$ cat src/hw/rtl/rc5_dec_pkg.sv
`timescale 1ns / 1ps

package rc5_dec_pkg;

    localparam int TICK_W    = 16;
    localparam int ADDR_BITS = 5;
    localparam int CMD_BITS  = 6;
    localparam int FRAME_W   = ADDR_BITS + CMD_BITS;
    localparam int CNT_W     = 8;
    localparam int CFG_IDX_W = 2;

    // register indexes of the config port
    localparam logic [CFG_IDX_W-1:0] REG_HALF_BIT  = 2'd0;
    localparam logic [CFG_IDX_W-1:0] REG_FULL_BIT  = 2'd1;
    localparam logic [CFG_IDX_W-1:0] REG_TOLERANCE = 2'd2;
    localparam logic [CFG_IDX_W-1:0] REG_REP_DIS   = 2'd3;

    // reset values of the config registers
    localparam logic [TICK_W-1:0] RST_HALF_BIT  = 16'd111;
    localparam logic [TICK_W-1:0] RST_FULL_BIT  = 16'd222;
    localparam logic [TICK_W-1:0] RST_TOLERANCE = 16'd32;

    // input item kinds
    localparam logic KIND_EDGE = 1'b0;
    localparam logic KIND_READ = 1'b1;

    typedef enum logic [2:0] {
        PH_IDLE,
        PH_START2,
        PH_TOGGLE,
        PH_ADDR,
        PH_CMD
    } t_phase;

    typedef struct packed {
        logic [TICK_W-1:0] half_bit;
        logic [TICK_W-1:0] full_bit;
        logic [TICK_W-1:0] tolerance;
        logic              rep_dis;
    } t_cfg;

    // what the decoder reports for one edge beat
    typedef struct packed {
        logic               frame_new;
        logic               repeat_seen;
        logic [FRAME_W-1:0] frame;
        logic [CNT_W-1:0]   repeat_count;
    } t_dec_evt;

    // result beat without the popped frame fields
    typedef struct packed {
        logic             frame_stored;
        logic             repeat_seen;
        logic             read_valid;
        logic             fifo_nonempty;
        logic [CNT_W-1:0] repeat_count;
    } t_result;

endpackage

$ cat src/hw/rtl/rc5_ir_frame_decoder_top.sv
`timescale 1ns / 1ps

// RC5 infrared frame decoder with a frame ring FIFO.
// Input channel (i_valid / o_stall): each beat is either a line edge
// (i_kind = 0, with i_elapsed_ticks since the previous edge and i_level_low)
// or a read request (i_kind = 1) that pops one decoded frame.
// Output channel (o_valid / i_stall): exactly one result beat per input
// beat, in order: frame stored / repeat flags, the popped address and
// command, FIFO non-empty status and the repeat count.
// Config port: i_cfg_we writes i_cfg_wdata to register i_cfg_idx
// (0 half bit, 1 full bit, 2 tolerance, 3 repeats disabled); write only
// while no beats are in flight.
// Throughput is one beat per cycle while the receiver does not stall; the
// decode is a single pass of compares and shifts. The decode result and the
// FIFO RAM read are registered in the inner stage, then in the output register.
// When the receiver stalls, the output register holds and one more beat is
// taken into the inner stage; o_stall rises only when both are full.
// Synchronous reset clears the decoder, the FIFO pointers, the config
// registers to their defaults and both result stages. FIFO contents are
// not cleared; only written entries are ever read.
module rc5_ir_frame_decoder_top #(
    parameter int FIFO_DEPTH    = 8,
    parameter int TIMEOUT_TICKS = 13056
) (
    input  logic                                   i_clk,
    input  logic                                   i_rst_n,
    input  logic                                   i_valid,
    output logic                                   o_stall,
    input  logic                                   i_kind,
    input  logic [rc5_dec_pkg::TICK_W-1:0]         i_elapsed_ticks,
    input  logic                                   i_level_low,
    output logic                                   o_valid,
    input  logic                                   i_stall,
    output logic                                   o_frame_stored,
    output logic                                   o_repeat_seen,
    output logic                                   o_read_valid,
    output logic [rc5_dec_pkg::ADDR_BITS-1:0]      o_address,
    output logic [rc5_dec_pkg::CMD_BITS-1:0]       o_command,
    output logic                                   o_fifo_nonempty,
    output logic [rc5_dec_pkg::CNT_W-1:0]          o_repeat_count,
    input  logic                                   i_cfg_we,
    input  logic [rc5_dec_pkg::CFG_IDX_W-1:0]      i_cfg_idx,
    input  logic [rc5_dec_pkg::TICK_W-1:0]         i_cfg_wdata
);

    localparam int PTR_W = $clog2(FIFO_DEPTH);
    localparam logic [PTR_W-1:0] PTR_LAST = PTR_W'(FIFO_DEPTH - 1);

    rc5_dec_pkg::t_cfg       r_cfg;
    logic [PTR_W-1:0]        r_rd_ptr, n_rd_ptr;
    logic [PTR_W-1:0]        r_wr_ptr, n_wr_ptr;
    logic                    ready;
    logic                    accept;
    logic                    edge_fire;
    logic                    pop;
    logic                    push;
    rc5_dec_pkg::t_dec_evt   evt;
    rc5_dec_pkg::t_result    res;
    rc5_dec_pkg::t_result    out_res;
    logic [rc5_dec_pkg::FRAME_W-1:0] rdata;

    // config registers
    always_ff @(posedge i_clk) begin
        if (!i_rst_n) begin
            r_cfg.half_bit  <= rc5_dec_pkg::RST_HALF_BIT;
            r_cfg.full_bit  <= rc5_dec_pkg::RST_FULL_BIT;
            r_cfg.tolerance <= rc5_dec_pkg::RST_TOLERANCE;
            r_cfg.rep_dis   <= 1'b0;
        end else if (i_cfg_we) begin
            case (i_cfg_idx)
                rc5_dec_pkg::REG_HALF_BIT:  r_cfg.half_bit  <= i_cfg_wdata;
                rc5_dec_pkg::REG_FULL_BIT:  r_cfg.full_bit  <= i_cfg_wdata;
                rc5_dec_pkg::REG_TOLERANCE: r_cfg.tolerance <= i_cfg_wdata;
                rc5_dec_pkg::REG_REP_DIS:   r_cfg.rep_dis   <= i_cfg_wdata[0];
                default: ;
            endcase
        end
    end

    assign o_stall   = !ready;
    assign accept    = i_valid && ready;
    assign edge_fire = accept && (i_kind == rc5_dec_pkg::KIND_EDGE);
    assign pop       = accept && (i_kind == rc5_dec_pkg::KIND_READ) && (r_rd_ptr != r_wr_ptr);
    assign push      = edge_fire && evt.frame_new;

    rc5_dec_core #(
        .TIMEOUT_TICKS (TIMEOUT_TICKS)
    ) u_core (
        .i_clk           (i_clk),
        .i_rst_n         (i_rst_n),
        .i_fire          (edge_fire),
        .i_elapsed_ticks (i_elapsed_ticks),
        .i_level_low     (i_level_low),
        .i_cfg           (r_cfg),
        .o_evt           (evt)
    );

    // ring pointers, no full check: a push may overrun the reader
    always_comb begin
        n_rd_ptr = r_rd_ptr;
        n_wr_ptr = r_wr_ptr;
        if (pop) begin
            n_rd_ptr = (r_rd_ptr == PTR_LAST) ? '0 : r_rd_ptr + 1'b1;
        end
        if (push) begin
            n_wr_ptr = (r_wr_ptr == PTR_LAST) ? '0 : r_wr_ptr + 1'b1;
        end
    end

    always_ff @(posedge i_clk) begin
        if (!i_rst_n) begin
            r_rd_ptr <= '0;
            r_wr_ptr <= '0;
        end else begin
            r_rd_ptr <= n_rd_ptr;
            r_wr_ptr <= n_wr_ptr;
        end
    end

    rc5_dec_ram #(
        .WIDTH (rc5_dec_pkg::FRAME_W),
        .DEPTH (FIFO_DEPTH)
    ) u_ram (
        .i_clk   (i_clk),
        .i_we    (push),
        .i_waddr (r_wr_ptr),
        .i_wdata (evt.frame),
        .i_re    (pop),
        .i_raddr (r_rd_ptr),
        .o_rdata (rdata)
    );

    // result beat of the accepted item
    always_comb begin
        res.frame_stored  = edge_fire && evt.frame_new;
        res.repeat_seen   = edge_fire && evt.repeat_seen;
        res.read_valid    = pop;
        res.fifo_nonempty = (n_rd_ptr != n_wr_ptr);
        res.repeat_count  = evt.repeat_count;
    end

    rc5_dec_outq u_outq (
        .i_clk     (i_clk),
        .i_rst_n   (i_rst_n),
        .i_push    (accept),
        .i_res     (res),
        .i_rdata   (rdata),
        .i_stall   (i_stall),
        .o_ready   (ready),
        .o_valid   (o_valid),
        .o_res     (out_res),
        .o_address (o_address),
        .o_command (o_command)
    );

    assign o_frame_stored  = out_res.frame_stored;
    assign o_repeat_seen   = out_res.repeat_seen;
    assign o_read_valid    = out_res.read_valid;
    assign o_fifo_nonempty = out_res.fifo_nonempty;
    assign o_repeat_count  = out_res.repeat_count;

endmodule

$ cat src/hw/rtl/rc5_dec_ram.sv
`timescale 1ns / 1ps

module rc5_dec_ram #(
    parameter int WIDTH = 11,
    parameter int DEPTH = 8
) (
    input  logic                     i_clk,
    input  logic                     i_we,
    input  logic [$clog2(DEPTH)-1:0] i_waddr,
    input  logic [WIDTH-1:0]         i_wdata,
    input  logic                     i_re,
    input  logic [$clog2(DEPTH)-1:0] i_raddr,
    output logic [WIDTH-1:0]         o_rdata
);

    logic [WIDTH-1:0] r_mem [DEPTH];
    logic [WIDTH-1:0] r_rdata;

    always_ff @(posedge i_clk) begin
        if (i_we) begin
            r_mem[i_waddr] <= i_wdata;
        end
        if (i_re) begin
            r_rdata <= r_mem[i_raddr];
        end
    end

    assign o_rdata = r_rdata;

endmodule

$ cat src/hw/rtl/rc5_dec_core.sv
`timescale 1ns / 1ps

module rc5_dec_core #(
    parameter int TIMEOUT_TICKS = 13056
) (
    input  logic                                i_clk,
    input  logic                                i_rst_n,
    input  logic                                i_fire,
    input  logic [rc5_dec_pkg::TICK_W-1:0]      i_elapsed_ticks,
    input  logic                                i_level_low,
    input  rc5_dec_pkg::t_cfg                   i_cfg,
    output rc5_dec_pkg::t_dec_evt               o_evt
);

    localparam int TW = rc5_dec_pkg::TICK_W;
    localparam logic [TW-1:0] TIMEOUT = TW'(TIMEOUT_TICKS);

    rc5_dec_pkg::t_phase r_phase, n_phase;
    logic [TW-1:0]                          r_interval, n_interval;
    logic [2:0]                             r_bit_index, n_bit_index;
    logic [rc5_dec_pkg::ADDR_BITS-1:0]      r_addr_shift, n_addr_shift;
    logic [rc5_dec_pkg::CMD_BITS-1:0]       r_cmd_shift, n_cmd_shift;
    logic                                   r_toggle_now, n_toggle_now;
    logic                                   r_toggle_prev, n_toggle_prev;
    logic [rc5_dec_pkg::CNT_W-1:0]          r_rep_cnt, n_rep_cnt;

    rc5_dec_pkg::t_phase eff_phase;
    logic [TW:0]   sum;
    logic [TW-1:0] sat;
    logic          full_hit;
    logic          half_hit;
    logic [3:0]    addr_next;
    logic [2:0]    cmd_next;
    logic          frame_new;
    logic          repeat_seen;

    // decoder state register
    always_ff @(posedge i_clk) begin
        if (!i_rst_n) begin
            r_phase       <= rc5_dec_pkg::PH_IDLE;
            r_interval    <= '0;
            r_bit_index   <= '0;
            r_addr_shift  <= '0;
            r_cmd_shift   <= '0;
            r_toggle_now  <= 1'b0;
            r_toggle_prev <= 1'b0;
            r_rep_cnt     <= '0;
        end else begin
            r_phase       <= n_phase;
            r_interval    <= n_interval;
            r_bit_index   <= n_bit_index;
            r_addr_shift  <= n_addr_shift;
            r_cmd_shift   <= n_cmd_shift;
            r_toggle_now  <= n_toggle_now;
            r_toggle_prev <= n_toggle_prev;
            r_rep_cnt     <= n_rep_cnt;
        end
    end

    // timeout, saturating interval and period matching
    always_comb begin
        eff_phase = (i_elapsed_ticks >= TIMEOUT) ? rc5_dec_pkg::PH_IDLE : r_phase;
        sum       = {1'b0, r_interval} + {1'b0, i_elapsed_ticks};
        sat       = sum[TW] ? '1 : sum[TW-1:0];
        full_hit  = (({1'b0, sat} + {1'b0, i_cfg.tolerance}) > {1'b0, i_cfg.full_bit}) &&
                    ({1'b0, sat} < ({1'b0, i_cfg.full_bit} + {1'b0, i_cfg.tolerance}));
        half_hit  = (({1'b0, sat} + {1'b0, i_cfg.tolerance}) > {1'b0, i_cfg.half_bit}) &&
                    ({1'b0, sat} < ({1'b0, i_cfg.half_bit} + {1'b0, i_cfg.tolerance}));
        addr_next = {1'b0, r_bit_index} + 4'd1;
        cmd_next  = r_bit_index + 3'd1;
    end

    // next state of the frame walk
    always_comb begin
        n_phase       = r_phase;
        n_interval    = r_interval;
        n_bit_index   = r_bit_index;
        n_addr_shift  = r_addr_shift;
        n_cmd_shift   = r_cmd_shift;
        n_toggle_now  = r_toggle_now;
        n_toggle_prev = r_toggle_prev;
        n_rep_cnt     = r_rep_cnt;
        frame_new     = 1'b0;
        repeat_seen   = 1'b0;

        if (i_fire) begin
            n_interval = sat;
            if (!(eff_phase inside {rc5_dec_pkg::PH_START2, rc5_dec_pkg::PH_TOGGLE,
                                    rc5_dec_pkg::PH_ADDR, rc5_dec_pkg::PH_CMD})) begin
                // waiting for the first start bit
                n_phase = rc5_dec_pkg::PH_IDLE;
                if (i_level_low) begin
                    n_phase    = rc5_dec_pkg::PH_START2;
                    n_interval = '0;
                end
            end else if (!full_hit) begin
                // half bit only resyncs, anything else drops the frame
                if (half_hit) begin
                    n_interval = i_cfg.half_bit;
                end else begin
                    n_phase = rc5_dec_pkg::PH_IDLE;
                end
            end else begin
                n_interval = '0;
                case (eff_phase)
                    rc5_dec_pkg::PH_START2: begin
                        n_phase = rc5_dec_pkg::PH_TOGGLE;
                    end
                    rc5_dec_pkg::PH_TOGGLE: begin
                        n_toggle_prev = r_toggle_now;
                        n_toggle_now  = i_level_low;
                        n_bit_index   = '0;
                        n_addr_shift  = '0;
                        n_cmd_shift   = '0;
                        n_phase       = rc5_dec_pkg::PH_ADDR;
                    end
                    rc5_dec_pkg::PH_ADDR: begin
                        if (i_level_low && (r_bit_index < 3'(rc5_dec_pkg::ADDR_BITS))) begin
                            n_addr_shift[3'(rc5_dec_pkg::ADDR_BITS - 1) - r_bit_index] = 1'b1;
                        end
                        n_bit_index = addr_next[2:0];
                        if (addr_next >= 4'(rc5_dec_pkg::ADDR_BITS)) begin
                            n_bit_index = '0;
                            n_phase     = rc5_dec_pkg::PH_CMD;
                        end
                    end
                    rc5_dec_pkg::PH_CMD: begin
                        if (i_level_low && (r_bit_index < 3'(rc5_dec_pkg::CMD_BITS))) begin
                            n_cmd_shift[3'(rc5_dec_pkg::CMD_BITS - 1) - r_bit_index] = 1'b1;
                        end
                        n_bit_index = cmd_next;
                        if (cmd_next >= 3'(rc5_dec_pkg::CMD_BITS)) begin
                            // frame complete: repeat or new frame
                            n_bit_index = '0;
                            n_phase     = rc5_dec_pkg::PH_IDLE;
                            if ((r_toggle_now == r_toggle_prev) && !i_cfg.rep_dis) begin
                                n_rep_cnt   = r_rep_cnt + 1'b1;
                                repeat_seen = 1'b1;
                            end else begin
                                n_rep_cnt = '0;
                                frame_new = 1'b1;
                            end
                        end
                    end
                    default: begin
                        n_phase = rc5_dec_pkg::PH_IDLE;
                    end
                endcase
            end
        end
    end

    assign o_evt.frame_new    = frame_new;
    assign o_evt.repeat_seen  = repeat_seen;
    assign o_evt.frame        = {n_addr_shift, n_cmd_shift};
    assign o_evt.repeat_count = n_rep_cnt;

endmodule

$ cat src/hw/rtl/rc5_dec_outq.sv
`timescale 1ns / 1ps

module rc5_dec_outq (
    input  logic                                 i_clk,
    input  logic                                 i_rst_n,
    input  logic                                 i_push,
    input  rc5_dec_pkg::t_result                 i_res,
    input  logic [rc5_dec_pkg::FRAME_W-1:0]      i_rdata,
    input  logic                                 i_stall,
    output logic                                 o_ready,
    output logic                                 o_valid,
    output rc5_dec_pkg::t_result                 o_res,
    output logic [rc5_dec_pkg::ADDR_BITS-1:0]    o_address,
    output logic [rc5_dec_pkg::CMD_BITS-1:0]     o_command
);

    localparam int CW = rc5_dec_pkg::CMD_BITS;

    logic                                r_s1_valid;
    rc5_dec_pkg::t_result                r_s1_res;
    logic                                r_out_valid;
    rc5_dec_pkg::t_result                r_out_res;
    logic [rc5_dec_pkg::ADDR_BITS-1:0]   r_out_address;
    logic [CW-1:0]                       r_out_command;
    logic                                move;

    // stage one drains when the output slot is free or being taken
    assign move    = r_s1_valid && (!r_out_valid || !i_stall);
    assign o_ready = !r_s1_valid || move;

    // valid bits
    always_ff @(posedge i_clk) begin
        if (!i_rst_n) begin
            r_s1_valid  <= 1'b0;
            r_out_valid <= 1'b0;
        end else begin
            if (i_push) begin
                r_s1_valid <= 1'b1;
            end else if (move) begin
                r_s1_valid <= 1'b0;
            end
            if (move) begin
                r_out_valid <= 1'b1;
            end else if (!i_stall) begin
                r_out_valid <= 1'b0;
            end
        end
    end

    // payload; popped frame fields read as zero unless the read hit
    always_ff @(posedge i_clk) begin
        if (i_push) begin
            r_s1_res <= i_res;
        end
        if (move) begin
            r_out_res     <= r_s1_res;
            r_out_address <= r_s1_res.read_valid ? i_rdata[rc5_dec_pkg::FRAME_W-1:CW] : '0;
            r_out_command <= r_s1_res.read_valid ? i_rdata[CW-1:0] : '0;
        end
    end

    assign o_valid   = r_out_valid;
    assign o_res     = r_out_res;
    assign o_address = r_out_address;
    assign o_command = r_out_command;

endmodule

$ cat config.mk
export PLATFORM = sky130hd
export DESIGN_NAME = rc5_ir_frame_decoder_top
export DESIGN_NICKNAME = d
export VERILOG_FILES = /design/src/hw/rtl/rc5_dec_pkg.sv /design/src/hw/rtl/rc5_ir_frame_decoder_top.sv /design/src/hw/rtl/rc5_dec_ram.sv /design/src/hw/rtl/rc5_dec_core.sv /design/src/hw/rtl/rc5_dec_outq.sv
export SDC_FILE = /design/constraint.sdc
export NUM_CORES = 1
export LEC_CHECK = 0
export BUFFER_PORTS_ARGS = -buffer_cell sky130_fd_sc_hd__buf_2
export CAP_MARGIN = 5
export CORE_UTILIZATION = 35
export CTS_CLUSTER_DIAMETER = 200
export CTS_CLUSTER_SIZE = 28
export DETAILED_ROUTE_END_ITERATION = 8
export MAX_ROUTING_LAYER = met4
export PLACE_DENSITY = 0.54
export SETUP_SLACK_MARGIN = 0.05
export SLEW_MARGIN = 20
export SYNTH_ARGS = -nofsm -noshare
export SYNTH_HDL_FRONTEND = slang
export SYNTH_SLANG_ARGS = --single-unit
$ cat constraint.sdc
create_clock -name i_clk -period 8.45 [get_ports i_clk]
set_input_delay 0.845 -clock i_clk [delete_from_list [all_inputs] [get_ports i_clk]]
set_output_delay 0.845 -clock i_clk [all_outputs]
set_load 0.01 [all_outputs]
### Word-level counts from Yosys, hierarchy flattened

Memory sizes are Yosys's and may differ from the RTL's. A register that Yosys moved wholly into a read port is not among the register bits.
Index checks and enable logic that the tools add are counted.
W data, S select, Z words.

* flip-flop bits (word level): 135
* bits in writable memories: 88
* output and inout bits: 25
* logic and storage cells: 162
* memories: 1

Memory list
* u_ram.r_mem: depth 8, bits a word 11, rd ports 1, clocked after memory_dff 1, wr ports 1, line rc5_dec_ram.sv:16 `logic [WIDTH-1:0] r_mem [DEPTH];`

* add/subtract/negate cells: 11
* magnitude comparators: 13
* eq/ne operators: 16
* mux-type cells: 58
* bitwise operators: 3
* reduce and logical (&&, ||, !) cells: 32

Operator list (count)
* $mux W16: 5
* $add A16 B16 Y17: 4
* $mux W8: 6
* $mux W3: 12
* $gt A17 B16 Y1: 2
* $lt A16 B17 Y1: 2
* $mux W6: 4
* $mux W1: 21
* $mux W5: 4
* $ge A16 B14 Y1 const B: 1
* $logic_and A1 B1 Y1: 14
* $pmux W3 S4: 1
* $pmux W6 S2: 1
* $reduce_and A4 Y1: 3
* $pmux W5 S2: 1
* $add A3 B1 Y3 const B: 3
* $eq A3 B3 Y1 const B: 3
* $pmux W3 S3: 1
* $add A8 B1 Y8 const B: 1
* $lt A3 B4 Y1 const B: 2
* $ne A4 B4 Y1 const B: 2
* $reduce_and A2 Y1: 4
* $demux W1 S3: 2
* $eq A3 B2 Y1 const B: 2
* 22 further kinds: 32

### Longest topological paths before layout

* word-level depth: 11
* gate-level depth with buffers: 32
* gate-level depth less buffers: 30

### Modules after synthesis

A second synthesis with hierarchy kept.

* cells, all modules: 1303
* area, all modules: 13755.7 µm²

By module, submodules not included
* rc5_dec_core: times used 1, cells an instance 839, area an instance 6560.0 µm², seq. area each 860.8 µm²
* rc5_dec_ram: times used 1, cells an instance 150, area an instance 3767.4 µm², seq. area each 2972.9 µm²
* rc5_ir_frame_decoder_top: times used 1, cells an instance 259, area an instance 2219.6 µm², seq. area each 1101.1 µm²
* rc5_dec_outq: times used 1, cells an instance 55, area an instance 1208.7 µm², seq. area each 1091.0 µm²

### Worst setup path before layout

OpenSTA, ideal clock, no wires.

* path type: input -> register
* start: input port i_elapsed_ticks[0] (netlist name)
* end: memory u_ram.r_mem[2][0] (enable)
* arrival time: 7.564 ns
* path slack: 0.474 ns
* cell stages on the path: 29
* path buffers: 2
* cells stage by stage: ha_1 -> fa_1 -> a211oi_2 -> o21ai_1 -> a31oi_2 -> o21ai_0 -> a21oi_1 -> a21oi_1 -> clkbuf_1 -> nor2_1 -> inv_1 -> ha_1 -> a21o_1 -> a21oi_1 -> o21bai_1 -> a21oi_1 -> o21ai_0 -> a211oi_1 -> o31ai_1 -> a21oi_1 -> xnor2_1 -> ha_1 -> nand3_1 -> a2111oi_0 -> nor4_1 -> o21ai_0 -> clkbuf_1 -> nand3_1 -> nor4b_1

* longest elaborated chain between the ends: 11
* elaborated cells between the ends (all ways): 20
* classes of those cells: add/sub (2); order compare (3); eq/ne (4); mux (8); reduce/logical (3)

Ends and longest elaborated chain
* start, declared: line rc5_ir_frame_decoder_top.sv:30 `input logic [rc5_dec_pkg::TICK_W-1:0] i_elapsed_ticks,`
* $add A16 B16 Y17: line rc5_dec_core.sv:63 `sum = {1'b0, r_interval} + {1'b0, i_elapsed_ticks};`
* $mux W16: line rc5_dec_core.sv:64 `sat = sum[TW] ? '1 : sum[TW-1:0];`
* $add A16 B16 Y17: line rc5_dec_core.sv:65 `full_hit = (({1'b0, sat} + {1'b0, i_cfg.tolerance}) > {1'b0, i_cfg.full_bit}) &&`
* $gt A17 B16 Y1: line rc5_dec_core.sv:65
* $logic_and A1 B1 Y1: line rc5_dec_core.sv:65
* $mux W1: line rc5_dec_core.sv:96 `end else if (!full_hit) begin`
* $mux W1 (*): line rc5_dec_core.sv:88 `if (!(eff_phase inside {rc5_dec_pkg::PH_START2, rc5_dec_pkg::PH_TOGGLE,`
* $mux W1 (*): line rc5_dec_core.sv:86 `if (i_fire) begin`
* $logic_and A1 B1 Y1 (*): line rc5_ir_frame_decoder_top.sv:84 `assign push = edge_fire && evt.frame_new;`
* $mux W1 (*): line rc5_dec_ram.sv:20 `if (i_we) begin`
* $mux W1 (not written as such) (*): line rc5_dec_ram.sv:21 `r_mem[i_waddr] <= i_wdata;`
* end, declared: line rc5_dec_ram.sv:16

Mark *: on every way between the ends. The rest lies on a longest branch, timed or not.

### Worst setup path after layout

* start: input port i_elapsed_ticks[0] (netlist name)
* end: register u_core.r_interval[10]

* longest elaborated chain between the ends: 8
* elaborated cells between the ends (all ways): 20
* classes of those cells: add/sub (2); order compare (5); eq/ne (4); mux (6); reduce/logical (3)

Ends and longest elaborated chain
* $add A16 B16 Y17: line rc5_dec_core.sv:63
* $mux W16: line rc5_dec_core.sv:64
* $add A16 B16 Y17: line rc5_dec_core.sv:65, rc5_dec_core.sv:67
* $gt A17 B16 Y1: line rc5_dec_core.sv:67 `half_hit = (({1'b0, sat} + {1'b0, i_cfg.tolerance}) > {1'b0, i_cfg.half_bit}) &&`
* $logic_and A1 B1 Y1: line rc5_dec_core.sv:67
* $mux W16: line rc5_dec_core.sv:98 `if (half_hit) begin`
* $mux W16: line rc5_dec_core.sv:96
* $mux W16 (*): line rc5_dec_core.sv:88
* end signal, assigned: line rc5_dec_core.sv:50 `r_interval <= n_interval;`
* end, declared: line rc5_dec_core.sv:19 `logic [TW-1:0] r_interval, n_interval;`

Marks and branches as above.
A chain may end at the register's enable or synchronous reset.

==> impl_metrics.py <==
metrics = {
    "sta": {
        "slew_viol_final": 0,
        "final_hold_viol_count": 0,
        "fin_tns_setup_ps": 0,
        "rsz0062_at_grt": "no",
        "whs_ps": 393.6,
        "layout_min_cycle_time_ps": 7486,
        "clock.fmax_mhz": 133.6,
        "skew_ps": 41.30,
        "setup_violations": 0,
        "relSlewSlack_pct": 26.43,
        "post-route-period-util_pct": 88.59,
        "worst-slew-pin-transition_ps": 1076,
    },
    "synth": {
        "async_reset_ff_share_pct": 0,
        "synthTopCellsByCount": "nand2_1 (162), ha_1 (136), edfxtp_1 (134), a21oi_1 (108), dfxtp_1 (100)",
        "synthXorXnorAreaFrac_pct": 3.608,
        "synth_top_family_by_area": "compound AO/OA/AOI/OAI gates",
        "synth.distinct_cells": 78,
        "avgSynthCellArea_um2": 10.24,
        "syn-num-nets": 1509,
        "synth_fa_ha_area_share_pct": 13.11,
        "yosysWarnings": 0,
        "post-synth-top-count-cell": "nand2_1",
        "synth_top_cell_by_area": "edfxtp_1",
        "synth_area_leaders": "edfxtp_1 (30%), dfxtp_1 (15%), ha_1 (13%)",
        "synth_edf_count": 134,
        "synth_simple_gate_area_share_pct": 14.36,
        "synth_top_area_share_pct": 29.60,
        "synthCells": 1328,
        "yosysSeqAreaShare_pct": 44.33,
        "synth_mux_area_share_pct": 5.155,
        "synth-compound-area-share_pct": 15.79,
        "ys.flop_type": "edfxtp_1",
        "synth_seq_cells": 234,
        "syn_area_um2": 13590,
    },
    "drt": {
        "routedWlPerCell_um": 18.55,
        "final_antenna_net_count": 0,
        "drc": 0,
        "dr.pass1.iters": 6,
        "vias": 10066,
        "vias_per_cell": 5.298,
        "drt_wl_total_mm": 35.25,
        "drt_iter0_drc": 617,
    },
    "setup_path": {
        "r2r_start": "u_core.r_interval[0]",
        "cpMaxStageDelayCell": "nand4_1",
        "cp_data_arrival_time_ps": 7830,
        "path_class": "in2reg",
        "crit_path_start": "i_elapsed_ticks[0]",
        "worstPathRequired_ps": 8790,
        "endpoint": "u_core.r_interval[10]",
        "cp-start-kind": "input port",
        "end_kind": "register",
        "cp_common_cell": "a21oi_1",
        "max_stage_delay_ps": 520,
        "r2r_slack_ps": 1050,
        "cp_max_fo": 15,
        "timing.rr.end": "u_core.r_interval[10]",
        "ff2ff_path_depth": 30,
    },
    "clock_tree": {
        "cts_sinks": 234,
        "clockBufferDepth": 3,
        "cts_resized": 0,
        "cts_root_buffer": "clkbuf_16",
        "post_cts_buffers": 0,
        "ctsHoldBuffers": 0,
        "cts_tree": "built",
        "cts_buffers": 12,
        "htree_levels": 1,
        "clk_latency_ps": 520,
        "clk_transition_reported_paths_ps": 130,
    },
    "die": {
        "die_area_um2": 39630,
        "fp.dieH_um": 199.1,
        "core_um2": 37930,
        "initial_core_util_pct": 35.83,
        "die_w_um": 199.1,
        "rows": 71,
        "io_pins": 66,
    },
    "outcome": {
        "status": "completed",
    },
    "placement": {
        "dpl.hpwl_mm": 26.74,
        "portBuffers": 65,
        "place_congestion": 0.8969,
    },
    "power": {
        "power_w": 0.002459,
        "irDropWorstVdd_mv": 0.1068,
        "p_leak_nw": 5.815,
        "power_density_nw_per_um2": 164.4,
    },
    "grt": {
        "antenna_found_initial": 1,
        "overflow": 0,
        "grt_pass1_wl_mm": 55.18,
        "grt_pass1_vias": 9882,
        "grtUsageTotal_pct": 18.56,
        "grt_max_degree": 59,
    },
    "min_path": {
        "min_path_type": "reg2reg",
    },
    "finish": {
        "drive_gt1_share_pct": 12.10,
        "nNetsFinal": 1563,
        "area_delta_synth_final_pct": 9.996,
    },
    "run": {
        "cap_violations": 0,
    },
}
-- worst min path at each step --
stage	from	end	slack [ps]	cells past startpoint
finish	u_outq.r_s1_res[1]	u_outq.o_res[1]	390	0
CTS	u_outq.r_s1_res[1]	u_outq.o_res[1]	410	0
detailed placement	u_outq.r_s1_res[10]	u_outq.o_res[10]	410	0
global route	u_outq.r_s1_res[1]	u_outq.o_res[1]	420	0
floorplan	u_outq.r_s1_res[0]	u_outq.o_res[0]	400	0
global placement	u_outq.r_s1_res[11]	u_outq.o_res[11]	400	0
-- power breakdown --
group / switching (W) / total [W] / internal [W]
logic: 0.000323 / 0.000524 / 0.000201
registers: 0.0000156 / 0.00123 / 0.00121
clock network: 0.000382 / 0.000705 / 0.000323
total: 0.000721 / 0.00246 / 0.00174
-- cell usage in the layout (no fill, tap or decap), types with 14 or more instances in the layout --
master	instances
a21o_1	27
a21oi_1	108
and2_1	20
buf_4	21
and3_1	18
inv_1	80
nand3_1	29
xor2_1	21
o211ai_1	20
xnor2_1	35
buf_2	65
nand2_1	162
edfxtp_1	134
o221ai_1	15
dfxtp_1	100
nor2_1	83
nor2b_1	14
mux4_2	22
nand4_1	21
ha_1	136
o21ai_0	45
-- stage by stage --
stage               cells  utilization [%]  worst slack (ps)  instance area [um^2]
floorplan            1328                -             473.5                 13590
global placement     1879            38.37             760.0                 14560
detailed placement   1879            38.37             543.0                 14560
CTS                  1899            39.40              1037                 14950
global route         1900            39.42             251.0                 14950
finish               1900            39.42             964.4                 14950
-- kinds of logic after synthesis --
group | after synthesis
DFF | 234
AOI/OAI and AO/OA | 318
buffers and inverters | 127
muxes | 41
adders and majority gates | 140
xor gates and xnor gates | 56
and+or+nand+nor | 412
-- sequential cells by signal, indices dropped and copies added (netlist names), 3 cells and up --
register,flops
u_outq.o_res,12
u_outq.r_s1_res,12
u_core.r_cmd_shift,6
u_outq.o_command,6
r_wr_ptr,3
u_core.r_addr_shift,5
r_cfg,49
u_core.r_interval,16
u_core.r_rep_cnt,8
u_ram.o_rdata,11
u_ram.r_mem,88
r_rd_ptr,3
u_core.r_phase,3
u_outq.o_address,5
u_core.r_bit_index,3
-- layer usage --
metal	routed length (um)	GRT usage, %	vias to the layer above
met5	0	-	-
met4	945	5.157	0
met1	17180	25.03	4789
li1	-	-	5006
met2	15780	29.33	224
met3	1351	2.194	47
-- area by class of cell --
| type | count | area (um^2) |
|---|---|---|
| antenna | 1 | 2.502 |
| clock buffer | 18 | 344.1 |
| fill | 3752 | 22980 |
| timing repair buffer | 86 | 483.0 |
| clock inverter | 2 | 46.29 |
| multi-input combinational | 967 | 7107 |
| sequential | 234 | 6026 |
| inverter | 81 | 304.0 |
| tap | 511 | 639.4 |
-- worst max-delay path: cells and delay by family --
kind	cells	cell delay [ps]
adder cells (fa/ha/maj)	4	1280
AND/OR/NAND/NOR	5	1500
buffers and inverters	2	230
XOR/XNOR	1	110
AO/OA/AOI/OAI	19	3870
Power figures use the tool's default switching activity.
